### src/rtl/owkd_pkg.sv
// ----------------------------------------------------------------------------
// owkd_pkg
// Shared types and constants of the three-wheel omni drive unit: field
// layout of the stream ports, fixed-point constants, command and job codes.
// ----------------------------------------------------------------------------
package owkd_pkg;

  // stream layout
  localparam int unsigned IN_DATA_W     = 72;
  localparam int unsigned IN_USER_W     = 2;
  localparam int unsigned OUT_DATA_W    = 56;
  localparam int unsigned OUT_USER_W    = 1;
  localparam int unsigned DIR_W         = 2;
  localparam int unsigned DUTY_FIELD_W  = 16;
  localparam int unsigned WHEEL_FIELD_W = DIR_W + DUTY_FIELD_W;
  localparam int unsigned NUM_WHEELS    = 3;

  // configuration port
  localparam int unsigned CFG_INDEX_W  = 2;
  localparam int unsigned CFG_DATA_W   = 16;
  localparam int unsigned PWM_MAX_W    = 16;
  localparam int unsigned DEADBAND_W   = 15;
  localparam logic [CFG_INDEX_W-1:0] CFG_PWM_MAX  = 2'd0;
  localparam logic [CFG_INDEX_W-1:0] CFG_DEADBAND = 2'd1;
  localparam logic [PWM_MAX_W-1:0]   PWM_MAX_RST  = 16'd255;
  localparam logic [DEADBAND_W-1:0]  DEADBAND_RST = 15'd328;

  // fixed point, Q1.14 speeds and Q2.28 wheel sums
  localparam int unsigned Q_FRAC  = 14;
  localparam int unsigned MAG_W   = 31;
  localparam int unsigned SPD_W   = Q_FRAC + 1;
  localparam int unsigned PROD_W  = SPD_W + PWM_MAX_W;
  localparam logic signed [31:0]  COS30_Q14   = 32'sd14189;
  localparam logic [MAG_W-1:0]    ONE_Q28     = 31'd268435456;
  localparam logic [MAG_W-1:0]    SINGLE_FULL = 31'd255;

  // input command codes
  localparam logic [1:0] CMD_BODY  = 2'd0;
  localparam logic [1:0] CMD_WHEEL = 2'd1;
  localparam logic [1:0] CMD_STOP  = 2'd2;
  localparam logic [1:0] WHEEL_NONE = 2'd3;

  // direction codes
  localparam logic [DIR_W-1:0] DIR_COAST = 2'd0;
  localparam logic [DIR_W-1:0] DIR_FWD   = 2'd1;
  localparam logic [DIR_W-1:0] DIR_REV   = 2'd2;

  // top-level parameter defaults
  localparam int unsigned DUTY_WIDTH_DEF  = 16;
  localparam int unsigned QUEUE_DEPTH_DEF = 2;

  typedef enum logic [1:0] {
    JOB_BODY,
    JOB_WHEEL,
    JOB_STOP,
    JOB_HOLD
  } job_kind_e;

  typedef struct packed {
    job_kind_e                             kind;
    logic                                  ignored;
    logic [1:0]                            sel;
    logic                                  div_en;
    logic [MAG_W-1:0]                      divisor;
    logic [NUM_WHEELS-1:0][MAG_W-1:0]      mag;
    logic [NUM_WHEELS-1:0]                 neg;
  } job_t;

  typedef struct packed {
    logic [PWM_MAX_W-1:0]  pwm_max;
    logic [DEADBAND_W-1:0] deadband;
  } cfg_t;

endpackage

### src/rtl/owkd_fifo.sv
// ----------------------------------------------------------------------------
// owkd_fifo
// Small job queue between the command front end and the wheel back end.
// ----------------------------------------------------------------------------
module owkd_fifo
  import owkd_pkg::*;
#(
  parameter int unsigned DEPTH = QUEUE_DEPTH_DEF
) (
  input  logic clk_i,
  input  logic rst_ni,
  input  logic push_i,
  input  job_t data_i,
  output logic full_o,
  input  logic pop_i,
  output job_t data_o,
  output logic empty_o
);

  localparam int unsigned AW = (DEPTH > 1) ? $clog2(DEPTH) : 1;
  localparam int unsigned CW = $clog2(DEPTH + 1);

  job_t          mem_q [DEPTH];
  logic [AW-1:0] wr_ptr_q, wr_ptr_d;
  logic [AW-1:0] rd_ptr_q, rd_ptr_d;
  logic [CW-1:0] cnt_q, cnt_d;

  assign full_o  = (cnt_q == CW'(DEPTH));
  assign empty_o = (cnt_q == '0);
  assign data_o  = mem_q[rd_ptr_q];

  always_comb begin
    wr_ptr_d = wr_ptr_q;
    rd_ptr_d = rd_ptr_q;
    cnt_d    = cnt_q;
    if (push_i) begin
      wr_ptr_d = (wr_ptr_q == AW'(DEPTH - 1)) ? '0 : wr_ptr_q + 1'b1;
    end
    if (pop_i) begin
      rd_ptr_d = (rd_ptr_q == AW'(DEPTH - 1)) ? '0 : rd_ptr_q + 1'b1;
    end
    if (push_i && !pop_i) begin
      cnt_d = cnt_q + 1'b1;
    end else if (pop_i && !push_i) begin
      cnt_d = cnt_q - 1'b1;
    end
  end

  always_ff @(posedge clk_i or negedge rst_ni) begin
    if (!rst_ni) begin
      wr_ptr_q <= '0;
      rd_ptr_q <= '0;
      cnt_q    <= '0;
    end else begin
      wr_ptr_q <= wr_ptr_d;
      rd_ptr_q <= rd_ptr_d;
      cnt_q    <= cnt_d;
    end
  end

  always_ff @(posedge clk_i) begin
    if (push_i) begin
      mem_q[wr_ptr_q] <= data_i;
    end
  end

endmodule

### src/rtl/owkd_div.sv
// ----------------------------------------------------------------------------
// owkd_div
// Restoring divider for the wheel rescale: quotient of a * 2^14 / d for
// a <= d, one quotient bit per cycle.
// ----------------------------------------------------------------------------
module owkd_div
  import owkd_pkg::*;
(
  input  logic             clk_i,
  input  logic             rst_ni,
  input  logic             start_i,
  input  logic [MAG_W-1:0] a_i,
  input  logic [MAG_W-1:0] d_i,
  output logic             done_o,
  output logic [SPD_W-1:0] quo_o
);

  localparam int unsigned CNT_W = $clog2(SPD_W);

  logic             busy_q;
  logic             done_q;
  logic [CNT_W-1:0] cnt_q;
  logic [MAG_W:0]   rem_q, rem_d;
  logic [MAG_W-1:0] d_q;
  logic [SPD_W-1:0] quo_q;
  logic             ge;
  logic [MAG_W:0]   diff;

  assign done_o = done_q;
  assign quo_o  = quo_q;

  // remainder stays below twice the divisor, so the shift never drops a bit
  always_comb begin
    diff  = rem_q - {1'b0, d_q};
    ge    = (rem_q >= {1'b0, d_q});
    rem_d = ge ? {diff[MAG_W-1:0], 1'b0} : {rem_q[MAG_W-1:0], 1'b0};
  end

  always_ff @(posedge clk_i or negedge rst_ni) begin
    if (!rst_ni) begin
      busy_q <= 1'b0;
      done_q <= 1'b0;
      cnt_q  <= '0;
    end else begin
      done_q <= 1'b0;
      if (start_i) begin
        busy_q <= 1'b1;
        cnt_q  <= '0;
      end else if (busy_q) begin
        cnt_q <= cnt_q + 1'b1;
        if (cnt_q == CNT_W'(SPD_W - 1)) begin
          busy_q <= 1'b0;
          done_q <= 1'b1;
        end
      end
    end
  end

  always_ff @(posedge clk_i) begin
    if (start_i) begin
      rem_q <= {1'b0, a_i};
      d_q   <= d_i;
      quo_q <= '0;
    end else if (busy_q) begin
      rem_q <= rem_d;
      quo_q <= {quo_q[SPD_W-2:0], ge};
    end
  end

endmodule

### src/rtl/owkd_front.sv
// ----------------------------------------------------------------------------
// owkd_front
// Command front end: takes a command item, forms the three wheel sums,
// their magnitudes and the largest one, and queues a job for the back end.
// ----------------------------------------------------------------------------
module owkd_front
  import owkd_pkg::*;
(
  input  logic                 clk_i,
  input  logic                 rst_ni,
  input  logic                 s_valid_i,
  output logic                 s_ready_o,
  input  logic [IN_DATA_W-1:0] s_data_i,
  input  logic [IN_USER_W-1:0] s_user_i,
  output logic                 push_o,
  output job_t                 job_o,
  input  logic                 full_i
);

  localparam logic [1:0] FS_IDLE = 2'd0;
  localparam logic [1:0] FS_SUM  = 2'd1;
  localparam logic [1:0] FS_MAG  = 2'd2;
  localparam logic [1:0] FS_PUSH = 2'd3;

  logic [1:0]        state_q, state_d;
  logic [1:0]        cmd_q;
  logic signed [15:0] vx_q, vy_q, w_q, whl_q;
  logic [1:0]        sel_q;
  logic signed [31:0] ws0_q, ws1_q, ws2_q;
  logic signed [31:0] ws0_d, ws1_d, ws2_d;
  logic signed [31:0] vx32, vy32, w32, cprod;
  logic [NUM_WHEELS-1:0][MAG_W-1:0] mag_q, mag_d;
  logic [NUM_WHEELS-1:0]            neg_q, neg_d;
  logic [MAG_W-1:0]  m01, mx;
  logic [7:0]        raw_a;
  logic [13:0]       raw_x64;
  logic [15:0]       raw_t;
  logic [SPD_W-1:0]  raw_spd;

  function automatic logic [MAG_W-1:0] mag_of(input logic signed [31:0] v);
    logic signed [31:0] t;
    t = v[31] ? -v : v;
    return t[MAG_W-1:0];
  endfunction

  assign s_ready_o = (state_q == FS_IDLE);
  assign push_o    = (state_q == FS_PUSH) && !full_i;

  always_comb begin
    state_d = state_q;
    unique case (state_q)
      FS_IDLE: if (s_valid_i) state_d = FS_SUM;
      FS_SUM:  state_d = FS_MAG;
      FS_MAG:  state_d = FS_PUSH;
      FS_PUSH: if (!full_i) state_d = FS_IDLE;
      default: state_d = FS_IDLE;
    endcase
  end

  always_ff @(posedge clk_i or negedge rst_ni) begin
    if (!rst_ni) begin
      state_q <= FS_IDLE;
    end else begin
      state_q <= state_d;
    end
  end

  // wheel sums in Q2.28
  always_comb begin
    vx32  = 32'(vx_q);
    vy32  = 32'(vy_q);
    w32   = 32'(w_q);
    cprod = vx32 * COS30_Q14;
    if (cmd_q == CMD_BODY) begin
      ws0_d = (vy32 + w32) <<< Q_FRAC;
      ws1_d = (w32 <<< Q_FRAC) - (vy32 <<< (Q_FRAC - 1)) - cprod;
      ws2_d = (w32 <<< Q_FRAC) - (vy32 <<< (Q_FRAC - 1)) + cprod;
    end else begin
      ws0_d = 32'(whl_q);
      ws1_d = '0;
      ws2_d = '0;
    end
  end

  always_comb begin
    mag_d[0] = mag_of(ws0_q);
    mag_d[1] = mag_of(ws1_q);
    mag_d[2] = mag_of(ws2_q);
    neg_d    = {ws2_q[31], ws1_q[31], ws0_q[31]};
  end

  // raw / 255 in Q1.14: 16384 = 64 * 255 + 64, so speed = 64a + floor(64a / 255)
  // and floor(y / 255) = (y + (y >> 8) + 1) >> 8 for y this small
  always_comb begin
    raw_a   = (mag_q[0] >= SINGLE_FULL) ? SINGLE_FULL[7:0] : mag_q[0][7:0];
    raw_x64 = {raw_a, 6'd0};
    raw_t   = {2'b00, raw_x64} + {10'd0, raw_x64[13:8]} + 16'd1;
    raw_spd = {1'b0, raw_x64} + {7'd0, raw_t[15:8]};
  end

  always_comb begin
    m01 = (mag_q[0] > mag_q[1]) ? mag_q[0] : mag_q[1];
    mx  = (m01 > mag_q[2]) ? m01 : mag_q[2];

    job_o.kind    = JOB_HOLD;
    job_o.ignored = 1'b0;
    job_o.sel     = sel_q;
    job_o.div_en  = 1'b0;
    job_o.divisor = mx;
    job_o.mag     = mag_q;
    job_o.neg     = neg_q;
    unique case (cmd_q)
      CMD_BODY: begin
        job_o.kind   = JOB_BODY;
        job_o.div_en = (mx > ONE_Q28);
      end
      CMD_WHEEL: begin
        if (sel_q == WHEEL_NONE) begin
          job_o.ignored = 1'b1;
        end else begin
          // raw speeds at or above full scale give exactly 1.0
          job_o.kind    = JOB_WHEEL;
          job_o.mag[0]  = MAG_W'({raw_spd, {Q_FRAC{1'b0}}});
        end
      end
      CMD_STOP: job_o.kind = JOB_STOP;
      default:  job_o.kind = JOB_HOLD;
    endcase
  end

  always_ff @(posedge clk_i) begin
    if (state_q == FS_IDLE && s_valid_i) begin
      cmd_q <= s_user_i;
      vx_q  <= s_data_i[15:0];
      vy_q  <= s_data_i[31:16];
      w_q   <= s_data_i[47:32];
      sel_q <= s_data_i[49:48];
      whl_q <= s_data_i[65:50];
    end
    if (state_q == FS_SUM) begin
      ws0_q <= ws0_d;
      ws1_q <= ws1_d;
      ws2_q <= ws2_d;
    end
    if (state_q == FS_MAG) begin
      mag_q <= mag_d;
      neg_q <= neg_d;
    end
  end

endmodule

### src/rtl/owkd_back.sv
// ----------------------------------------------------------------------------
// owkd_back
// Wheel back end: runs each queued body or single-wheel job wheel by wheel
// through rescale, deadband, direction and duty, holds the wheel state and
// drives the result register.
// ----------------------------------------------------------------------------
module owkd_back
  import owkd_pkg::*;
#(
  parameter int unsigned DUTY_WIDTH = DUTY_WIDTH_DEF
) (
  input  logic                  clk_i,
  input  logic                  rst_ni,
  input  cfg_t                  cfg_i,
  input  job_t                  job_i,
  input  logic                  empty_i,
  output logic                  pop_o,
  output logic                  m_valid_o,
  input  logic                  m_ready_i,
  output logic [OUT_DATA_W-1:0] m_data_o,
  output logic [OUT_USER_W-1:0] m_user_o
);

  localparam logic [2:0] BS_IDLE  = 3'd0;
  localparam logic [2:0] BS_LOAD  = 3'd1;
  localparam logic [2:0] BS_DIV   = 3'd2;
  localparam logic [2:0] BS_DRIVE = 3'd3;
  localparam logic [2:0] BS_MUL   = 3'd4;
  localparam logic [2:0] BS_WB    = 3'd5;
  localparam logic [2:0] BS_OUT   = 3'd6;

  localparam logic [DUTY_WIDTH-1:0] DUTY_LIM = {DUTY_WIDTH{1'b1}};

  logic [2:0]            state_q, state_d;
  job_t                  job_q;
  logic [1:0]            k_q;
  logic [1:0]            tgt;
  logic [SPD_W-1:0]      spd_q, amp_q, amp_d;
  logic [DIR_W-1:0]      dir_q, dir_d;
  logic [PROD_W-1:0]     prod_q;
  logic [SPD_W+1:0]      duty_raw;
  logic [DUTY_WIDTH-1:0] duty_d;
  logic [DIR_W-1:0]      held_dir_q  [NUM_WHEELS];
  logic [DUTY_WIDTH-1:0] held_duty_q [NUM_WHEELS];
  logic                  ign_q;
  logic                  out_valid_q;
  logic [OUT_DATA_W-1:0] out_data_q, out_data_d;
  logic                  out_load;
  logic                  last_wheel;
  logic                  div_start;
  logic                  div_done;
  logic [SPD_W-1:0]      div_quo;

  assign pop_o      = (state_q == BS_IDLE) && !empty_i;
  assign out_load   = (state_q == BS_OUT) && (!out_valid_q || m_ready_i);
  assign m_valid_o  = out_valid_q;
  assign m_data_o   = out_data_q;
  assign m_user_o   = OUT_USER_W'(ign_q);
  assign tgt        = (job_q.kind == JOB_WHEEL) ? job_q.sel : k_q;
  assign last_wheel = (job_q.kind == JOB_WHEEL) || (k_q == 2'(NUM_WHEELS - 1));
  assign div_start  = (state_q == BS_LOAD) && job_q.div_en;

  owkd_div u_div (
    .clk_i   (clk_i),
    .rst_ni  (rst_ni),
    .start_i (div_start),
    .a_i     (job_q.mag[k_q]),
    .d_i     (job_q.divisor),
    .done_o  (div_done),
    .quo_o   (div_quo)
  );

  always_comb begin
    state_d = state_q;
    unique case (state_q)
      BS_IDLE: begin
        if (!empty_i) begin
          state_d = (job_i.kind == JOB_BODY || job_i.kind == JOB_WHEEL) ? BS_LOAD : BS_OUT;
        end
      end
      BS_LOAD:  state_d = job_q.div_en ? BS_DIV : BS_DRIVE;
      BS_DIV:   if (div_done) state_d = BS_DRIVE;
      BS_DRIVE: state_d = BS_MUL;
      BS_MUL:   state_d = BS_WB;
      BS_WB:    state_d = last_wheel ? BS_OUT : BS_LOAD;
      BS_OUT:   if (out_load) state_d = BS_IDLE;
      default:  state_d = BS_IDLE;
    endcase
  end

  // deadband and direction
  always_comb begin
    amp_d = (spd_q < SPD_W'(cfg_i.deadband)) ? '0 : spd_q;
    if (amp_d == '0) begin
      dir_d = DIR_COAST;
    end else if (job_q.neg[k_q]) begin
      dir_d = DIR_REV;
    end else begin
      dir_d = DIR_FWD;
    end
  end

  // duty = floor(amp * pwm_max / 2^14), saturated to the duty width
  always_comb begin
    duty_raw = prod_q[PROD_W-1:Q_FRAC];
    if (|duty_raw[SPD_W+1:DUTY_WIDTH]) begin
      duty_d = DUTY_LIM;
    end else begin
      duty_d = duty_raw[DUTY_WIDTH-1:0];
    end
  end

  always_comb begin
    logic [DUTY_FIELD_W-1:0] d16;
    out_data_d = '0;
    for (int i = 0; i < NUM_WHEELS; i++) begin
      d16 = '0;
      d16[DUTY_WIDTH-1:0] = held_duty_q[i];
      out_data_d[i*WHEEL_FIELD_W +: DIR_W]               = held_dir_q[i];
      out_data_d[i*WHEEL_FIELD_W + DIR_W +: DUTY_FIELD_W] = d16;
    end
  end

  always_ff @(posedge clk_i or negedge rst_ni) begin
    if (!rst_ni) begin
      state_q     <= BS_IDLE;
      k_q         <= '0;
      out_valid_q <= 1'b0;
      for (int i = 0; i < NUM_WHEELS; i++) begin
        held_dir_q[i]  <= DIR_COAST;
        held_duty_q[i] <= '0;
      end
    end else begin
      state_q <= state_d;
      if (pop_o) begin
        k_q <= '0;
        if (job_i.kind == JOB_STOP) begin
          for (int i = 0; i < NUM_WHEELS; i++) begin
            held_dir_q[i]  <= DIR_COAST;
            held_duty_q[i] <= '0;
          end
        end
      end
      if (state_q == BS_WB) begin
        held_dir_q[tgt]  <= dir_q;
        held_duty_q[tgt] <= duty_d;
        if (!last_wheel) begin
          k_q <= k_q + 1'b1;
        end
      end
      if (out_load) begin
        out_valid_q <= 1'b1;
      end else if (m_ready_i) begin
        out_valid_q <= 1'b0;
      end
    end
  end

  always_ff @(posedge clk_i) begin
    if (pop_o) begin
      job_q <= job_i;
    end
    if (state_q == BS_LOAD && !job_q.div_en) begin
      // no rescale: plain truncation from Q2.28 to Q1.14
      spd_q <= job_q.mag[k_q][2*Q_FRAC:Q_FRAC];
    end else if (state_q == BS_DIV && div_done) begin
      spd_q <= div_quo;
    end
    if (state_q == BS_DRIVE) begin
      amp_q <= amp_d;
      dir_q <= dir_d;
    end
    if (state_q == BS_MUL) begin
      prod_q <= PROD_W'(amp_q) * PROD_W'(cfg_i.pwm_max);
    end
    if (out_load) begin
      out_data_q <= out_data_d;
      ign_q      <= job_q.ignored;
    end
  end

endmodule

### src/rtl/omni_wheel_kinematics_drive_unit.sv
// ----------------------------------------------------------------------------
// omni_wheel_kinematics_drive_unit
// Three-wheel omni drive: inverse kinematics, rescale and PWM output stage.
// ----------------------------------------------------------------------------
// Commands enter on the s_axis channel (tuser = command code, tdata = speeds
// and wheel select); every command item yields one result item on m_axis
// with the held direction and duty of all three wheels and, in tuser, the
// flag for a single-wheel command that named no wheel. Registers pwm_max
// and deadband are written through the cfg channel, which is always ready.
// The front end takes a new item only once the last one has passed capture,
// wheel sums, magnitudes and the queue push, which waits while the queue is
// full. For each wheel the back end loads the speed, runs the shared
// restoring divider when a rescale is needed (fifteen quotient bits, one per
// cycle), then forms deadband and direction, the duty product and the wheel
// write-back; it pops a job before its wheels and loads the result register
// after them, and a stop or hold job goes straight to the result register.
// Reset clears the wheel state to coast with zero duty and loads
// pwm_max = 255 and deadband = 328. A stalled receiver holds the result
// register; the job queue keeps the front end taking items until it fills.
// ----------------------------------------------------------------------------
module omni_wheel_kinematics_drive_unit
  import owkd_pkg::*;
#(
  parameter int unsigned DUTY_WIDTH  = DUTY_WIDTH_DEF,
  parameter int unsigned QUEUE_DEPTH = QUEUE_DEPTH_DEF
) (
  input  logic                   clk_i,
  input  logic                   rst_ni,
  // command stream
  input  logic                   s_axis_tvalid,
  output logic                   s_axis_tready,
  // fwd_speed, strafe_speed, turn_rate, wheel_select, wheel_speed
  input  logic [IN_DATA_W-1:0]   s_axis_tdata,
  // command
  input  logic [IN_USER_W-1:0]   s_axis_tuser,
  // result stream
  output logic                   m_axis_tvalid,
  input  logic                   m_axis_tready,
  // wheel0_dir, wheel0_duty, wheel1_dir, wheel1_duty, wheel2_dir, wheel2_duty
  output logic [OUT_DATA_W-1:0]  m_axis_tdata,
  // ignored
  output logic [OUT_USER_W-1:0]  m_axis_tuser,
  // configuration writes
  input  logic                   cfg_valid_i,
  output logic                   cfg_ready_o,
  input  logic [CFG_INDEX_W-1:0] cfg_index_i,
  input  logic [CFG_DATA_W-1:0]  cfg_data_i
);

  cfg_t cfg_q;
  job_t front_job;
  job_t queue_job;
  logic push;
  logic pop;
  logic full;
  logic empty;

  assign cfg_ready_o = 1'b1;

  always_ff @(posedge clk_i or negedge rst_ni) begin
    if (!rst_ni) begin
      cfg_q.pwm_max  <= PWM_MAX_RST;
      cfg_q.deadband <= DEADBAND_RST;
    end else if (cfg_valid_i) begin
      unique case (cfg_index_i)
        CFG_PWM_MAX:  cfg_q.pwm_max  <= cfg_data_i;
        CFG_DEADBAND: cfg_q.deadband <= cfg_data_i[DEADBAND_W-1:0];
        default: begin
        end
      endcase
    end
  end

  owkd_front u_front (
    .clk_i     (clk_i),
    .rst_ni    (rst_ni),
    .s_valid_i (s_axis_tvalid),
    .s_ready_o (s_axis_tready),
    .s_data_i  (s_axis_tdata),
    .s_user_i  (s_axis_tuser),
    .push_o    (push),
    .job_o     (front_job),
    .full_i    (full)
  );

  owkd_fifo #(
    .DEPTH (QUEUE_DEPTH)
  ) u_fifo (
    .clk_i   (clk_i),
    .rst_ni  (rst_ni),
    .push_i  (push),
    .data_i  (front_job),
    .full_o  (full),
    .pop_i   (pop),
    .data_o  (queue_job),
    .empty_o (empty)
  );

  owkd_back #(
    .DUTY_WIDTH (DUTY_WIDTH)
  ) u_back (
    .clk_i     (clk_i),
    .rst_ni    (rst_ni),
    .cfg_i     (cfg_q),
    .job_i     (queue_job),
    .empty_i   (empty),
    .pop_o     (pop),
    .m_valid_o (m_axis_tvalid),
    .m_ready_i (m_axis_tready),
    .m_data_o  (m_axis_tdata),
    .m_user_o  (m_axis_tuser)
  );

endmodule

### config.mk
export PLATFORM = sky130hd
export DESIGN_NAME = omni_wheel_kinematics_drive_unit
export DESIGN_NICKNAME = d
export VERILOG_FILES = /design/src/rtl/owkd_pkg.sv /design/src/rtl/owkd_fifo.sv /design/src/rtl/owkd_div.sv /design/src/rtl/owkd_front.sv /design/src/rtl/owkd_back.sv /design/src/rtl/omni_wheel_kinematics_drive_unit.sv
export SDC_FILE = /design/constraint.sdc
export NUM_CORES = 2
export LEC_CHECK = 0
export ABC_AREA = 1
export BUFFER_PORTS_ARGS = -buffer_cell sky130_fd_sc_hd__buf_2
export CAP_MARGIN = 20
export CORE_MARGIN = 5
export CORE_UTILIZATION = 35
export CTS_CLUSTER_DIAMETER = 200
export DETAILED_ROUTE_END_ITERATION = 7
export GPL_TIMING_DRIVEN = 0
export PLACE_DENSITY_LB_ADDON = 0.25
export RECOVER_POWER = 25
export SLEW_MARGIN = 10
export SYNTH_ARGS = -nofsm -noshare
export SYNTH_HDL_FRONTEND = slang
export SYNTH_SLANG_ARGS = --single-unit
export TNS_END_PERCENT = 5
### constraint.sdc
create_clock -name clk_i -period 25.7 [get_ports clk_i]
set_input_delay 2.57 -clock clk_i [delete_from_list [all_inputs] [get_ports clk_i]]
set_output_delay 2.57 -clock clk_i [all_outputs]
set_load 0.02 [all_outputs]
**Word-level counts from Yosys, hierarchy flattened**

Memories as Yosys holds them, arrays and structs flattened.
Cells that the tools add are included.

- Add/sub/neg operators: 17
- $mul: 2
- Magnitude comparators: 9
- Equality and inequality tests: 24
- Muxes and demuxes: 68
- Bitwise gates (word level): 1
- Reduce and logical (&&, ||, !) cells: 34

Operators by type and width:

| kind | number |
|---|---|
| 31-bit 2-to-1 mux | 10 |
| 48-bit 2-to-1 mux | 3 |
| 31-bit negation | 3 |
| 32-bit 2-to-1 mux | 2 |
| 31-bit binary-select mux with 2-bit select | 1 |
| 31-bit greater-than comparator | 2 |
| 48-bit bitwise mux | 1 |
| 15-bit 2-to-1 mux | 3 |
| 32-bit adder | 1 |
| 16-bit demux with 2-bit select | 1 |
| 32-bit by 31-bit greater-or-equal comparator with 1-bit output | 1 |
| 16-bit 2-to-1 mux | 2 |
| 32-bit subtractor | 1 |
| 31-bit by 8-bit greater-or-equal comparator with 1-bit output, second input constant | 1 |
| 31-bit by 29-bit greater-than comparator with 1-bit output, second input constant | 1 |
| 15-bit by 16-bit multiplier with 31-bit output | 1 |
| 16-bit by 15-bit multiplier with 31-bit output, second input constant | 1 |
| 30-bit by 29-bit subtractor with 31-bit output | 1 |
| 31-bit subtractor | 1 |
| 2-bit 2-to-1 mux | 11 |
| 3-bit one-hot mux with 7 select lines | 1 |
| 6-bit 2-to-1 mux | 3 |
| 16-bit by 16-bit adder with 17-bit output | 1 |
| 1-bit 2-to-1 mux | 17 |
| other kinds (37) | 85 |

- Register bits after elaboration: 692
- RAM bits: 266
- Input port bits: 97
- Memories: 1

Memory list:

| name | words | width | rd ports | clocked after Yosys merged registers in | wr ports | RTL line | RTL |
|---|---|---|---|---|---|---|---|
| u_fifo.mem_q | 2 | 133 | 1 | 0 | 1 | owkd_fifo.sv:23 | `job_t mem_q [DEPTH];` |

**Longest topological paths before layout**

- Depth after elaboration: 9
- Gate-level depth with buffers: 36
- Gate-level depth less buffers: 35

**Modules after synthesis**

A second synthesis with hierarchy kept.

- Cells, all modules: 6198
- Area, all modules: 60580.6 sq um

Modules (own cells, without submodules):

| module | times used | cells an instance | area an instance (sq um) | seq. area each (sq um) |
|---|---|---|---|---|
| owkd_front | 1 | 2768 | 23616.4 | 7767.4 |
| owkd_back | 1 | 1966 | 19431.1 | 8618.3 |
| owkd_fifo | 1 | 439 | 10042.1 | 8087.8 |
| owkd_div | 1 | 885 | 6159.7 | 2332.2 |
| omni_wheel_kinematics_drive_unit | 1 | 140 | 1331.3 | 789.5 |

**Worst setup path before layout**

Ideal clock, no wire load.

- Kind: register to register
- From: register u_back.state_q[1]
- To: register u_back.held_duty_q[43] (netlist bit)
- Library setup time: 0.133 ns
- Arrival: 8.553 ns
- Slack: 17.014 ns
- Stages on the path, launching flop included: 8
- Buffers on the path: 1
- Cells stage by stage: dfrtp_1 nor3_1 inv_1 nor2_1 nand4_1 buf_2 nand3_1 o21ai_0

- Cells in the longest elaborated chain, start to end: 5
- Elaborated cells on any way between the ends: 6
- Classes of those cells: eq/ne: 1; mux: 3; reduce/logical: 2

RTL lines:

| what | RTL line | RTL |
|---|---|---|
| from (decl) | owkd_back.sv:34 | `logic [2:0] state_q, state_d;` |
| from (signal assigned) | owkd_back.sv:134 | `state_q <= state_d;` |
| 3-bit logical NOT * | owkd_back.sv:54 | `assign pop_o = (state_q == BS_IDLE) && !empty_i;` |
| 1-bit logical AND * | owkd_back.sv:54 |  |
| net pop | omni_wheel_kinematics_drive_unit.sv:54 | `logic pop;` |
| 48-bit 2-to-1 mux * | owkd_back.sv:135 | `if (pop_o) begin` |
| 48-bit bitwise mux | owkd_back.sv:146 | `held_duty_q[tgt] <= duty_d;` |
| 48-bit 2-to-1 mux * | owkd_back.sv:144 | `if (state_q == BS_WB) begin` |
| to (signal, indexed assignment) | owkd_back.sv:146 |  |
| to (decl) | owkd_back.sv:44 | `logic [DUTY_WIDTH-1:0] held_duty_q [NUM_WHEELS];` |

The timed path passes the listed nets; every way through them passes the cells marked *.
A chain may end at the register's enable or synchronous reset.

**Worst setup path after layout**

- From: register u_front.vx_q[15]
- To: register u_front.ws1_q[31] (data pin)

- Cells in the longest elaborated chain, start to end: 2

RTL lines:

| what | RTL line | RTL |
|---|---|---|
| from (decl) | owkd_front.sv:27 | `logic signed [15:0] vx_q, vy_q, w_q, whl_q;` |
| from (signal assigned) | owkd_front.sv:134 | `vx_q <= s_data_i[15:0];` |
| 16-bit by 15-bit multiplier with 31-bit output | owkd_front.sv:73 | `cprod = vx32 * COS30_Q14;` |
| 32-bit subtractor | owkd_front.sv:76 | `ws1_d = (w32 <<< Q_FRAC) - (vy32 <<< (Q_FRAC - 1)) - cprod;` |
| to (signal assigned) | owkd_front.sv:142 | `ws1_q <= ws1_d;` |
| to (decl) | owkd_front.sv:29 | `logic signed [31:0] ws0_q, ws1_q, ws2_q;` |

Every way passes these cells.

==> results_dict.tcl <==
set metrics [dict create \
    violations "max-capacitance violations, max-slew violations" \
    synth_edf_count 819 \
    rows 149 \
    core_um2 164600 \
    hold_path_depth 0 \
    finalSetupViolCount 0 \
    drt.antenna.violating_nets 0 \
    clock.fmax_ghz 0.1235 \
    numCtsBuffers 102 \
    synthArstFlopShare 0.1098 \
    clk-insertion-delay-late_ns 0.74 \
    end_kind "register" \
    synthTopCellsByCount "nand2_1, inv_1, edfxtp_1" \
    track_usage 0.1831 \
    slew_violations 182 \
    die_area_um2 173300 \
    hold_class "register to register" \
    worst_ep_arrival_time_ns 8.59 \
    fin_tns_setup_ns 0 \
    drt_wl_total_mm 159.5 \
    synth_cell_types 71 \
    h-tree-depth 3 \
    vias_per_cell 4.817 \
    areaGrowthSynthToFinish_pct 12.77 \
    yosys_most_used_dff "edfxtp_1" \
    hold_viol 0 \
    crit_fanout 17 \
    crit_slowest_cell "edfxtp_1" \
    worst_slew_pin_slew_ns 3.184 \
    cts_tree "yes" \
    clockBufferDepth 3 \
    synth.top_cell.area_share 0.4256 \
    outcome "finished, violations left" \
    numPortBuffers 147 \
    syn-instance-count 5933 \
    num_vias 40890 \
    max_slew_margin -1.122 \
    die-height_um 416.3 \
    dpl.hpwl_mm 128.6 \
    cts_resized 0 \
    grt.overflow.total 0 \
    synth_top_area_cell "edfxtp_1" \
    layout_min_cycle_time_ns 8.098 \
    initial_core_util 0.3510 \
    grt_pass1_vias 40930 \
    synth.avg_cell_area_um2 9.739 \
    hold_buffers 0 \
    place.gp.congestion 0.9584 \
    grt_pass1_wl_mm 244.5 \
    antenna_found_initial 3 \
    drc 0 \
    synth_seq_cells 938 \
    required_ns 26.19 \
    path_class "register to register" \
    drv_cap 4 \
    drt-initial-drc-count 3141 \
    drive_above_1_share 0.07274 \
    synthTopCellsByArea "edfxtp_1, fa_1, nand2_1, ha_1, inv_1" \
    yosysWarnings 0 \
    clock-root-buffer "clkbuf_16" \
    rsz0062_at_grt "no" \
    clk_pin_slew_ns 0.06 \
    postCtsSetupBuffers 0 \
    startpoint_type "register" \
    dr.pass1.iters 6 \
    grt_max_degree 67 \
    syn-cell-area_um2 57780 \
    worst-r2r-cell-count 28 \
    synth-seq-area-share 0.4760 \
    finalCritPeriodShare 0.3151 \
    fin_skew_ns 0.04701 \
    fin_nets 6996 \
    synth_most_common_cell "nand2_1" \
    wl_per_cell_um 18.79 \
    io_pins 157 \
    max_stage_delay_ns 0.68 \
    numClockSinks 938 \
    die_x_um 416.3 \
]
==> cells by family (layout without fill, tap and decap cells) <==
family | Yosys count | count (layout) | share of synthesized area
flip-flops | 938 | 938 | 0.4760
buffers and inverters | 1219 | 1581 | 0.08018
AO/OA/AOI/OAI | 761 | 761 | 0.07453
adder cells (fa/ha/maj) | 687 | 687 | 0.1879
AND/OR/NAND/NOR | 2131 | 2131 | 0.1511
other | 2 | 7 | 0.0001300
multiplexers | 2 | 2 | 0.0003897
XOR/XNOR | 193 | 193 | 0.02977
==> metal layers <==
layer / share of wire / global-route usage / wire, um
met1: 0.43 / 0.2359 / 67920
met2: 0.49 / 0.3168 / 78480
met3: 0.042 / 0.02202 / 6756
met4: 0.040 / 0.06801 / 6381
met5: 0 / 0 / 0
==> area by class of cell <==
cell class | instances | area (um2)
clock buffer | 122 | 2771
inverter | 1021 | 3837
antenna | 4 | 10.01
timing repair buffer | 174 | 1237
sequential | 938 | 27510
multi-input combinational | 3777 | 25670
fill | 16200 | 99450
clock inverter | 66 | 595.6
tap | 2189 | 2739
buffer | 198 | 800.8
==> path summary, 6_finish.rpt <==
path	slack, ns	to	start
setup / recovery	17.60	u_front.ws1_q[31]$_SDFFCE_PP0N_	u_front.vx_q[15]$_DFFE_PP_
hold / removal	0.42	u_back.u_div.d_q[28]$_DFFE_PP_	u_back.job_q[124]$_DFFE_PP_
setup reg to reg	17.60	u_front.ws1_q[31]$_SDFFCE_PP0N_	u_front.vx_q[15]$_DFFE_PP_
hold reg to reg	0.42	u_back.u_div.d_q[28]$_DFFE_PP_	u_back.job_q[124]$_DFFE_PP_
max in group asynchronous	23.17	cfg_q[19]$_DFFE_PN1P_	rst_ni
min in group asynchronous	1.77	u_back.held_duty_q[29]$_DFF_PN0_	rst_ni
==> cells in the final DEF (no fill, tap or decap), types with 177 or more instances in the layout <==
cell and instances:
nor2_1 423, o21ai_0 272, nand2_1 1312, clkbuf_1 177
inv_1 1009, edfxtp_1 819, fa_1 301, nand3_1 203
a21oi_1 277, ha_1 386
==> critical path, delay by kind of cell, from the launching register on <==
kind,cells,cell delay (ns)
adders and majority gates,8,3.68
DFF,1,0.68
and+or+nand+nor,1,0.30
xor gates and xnor gates,1,0.45
buffers and inverters,6,0.78
AOI/OAI and AO/OA,12,1.99
==> sequential cells by signal, indices dropped and copies added (netlist names), 31 cells and up <==
name	flops
u_fifo.mem_q	264
u_back.u_div.d_q	31
u_front.mag_q	31
u_back.m_data_o	54
u_back.job_q	132
u_front.job_o	61
u_front.ws1_q	31
u_back.held_duty_q	48
cfg_q	31
u_front.ws0_q	31
u_front.ws2_q	32
u_back.u_div.rem_q	32
==> per-stage QoR <==
step | std cells | setup WS, ns | hold WS [ns] | instance area, um2 | util
final | 8489 | 17.60 | 0.4172 | 65160 | 0.3959
after detailed placement | 8297 | 17.60 | 0.4045 | 61910 | 0.3761
after floorplan | 5934 | 17.01 | 0.4003 | 57790 | -
after global placement | 8270 | 11.76 | 0.4060 | 61260 | 0.3722
after CTS | 8485 | 17.54 | 0.4154 | 65280 | 0.3966
after global routing | 8486 | 17.13 | 0.4229 | 65160 | 0.3958
Power is left out: the tool's default activity adds up to more than one toggle a clock period on the data nets, which glitch-free logic cannot reach.
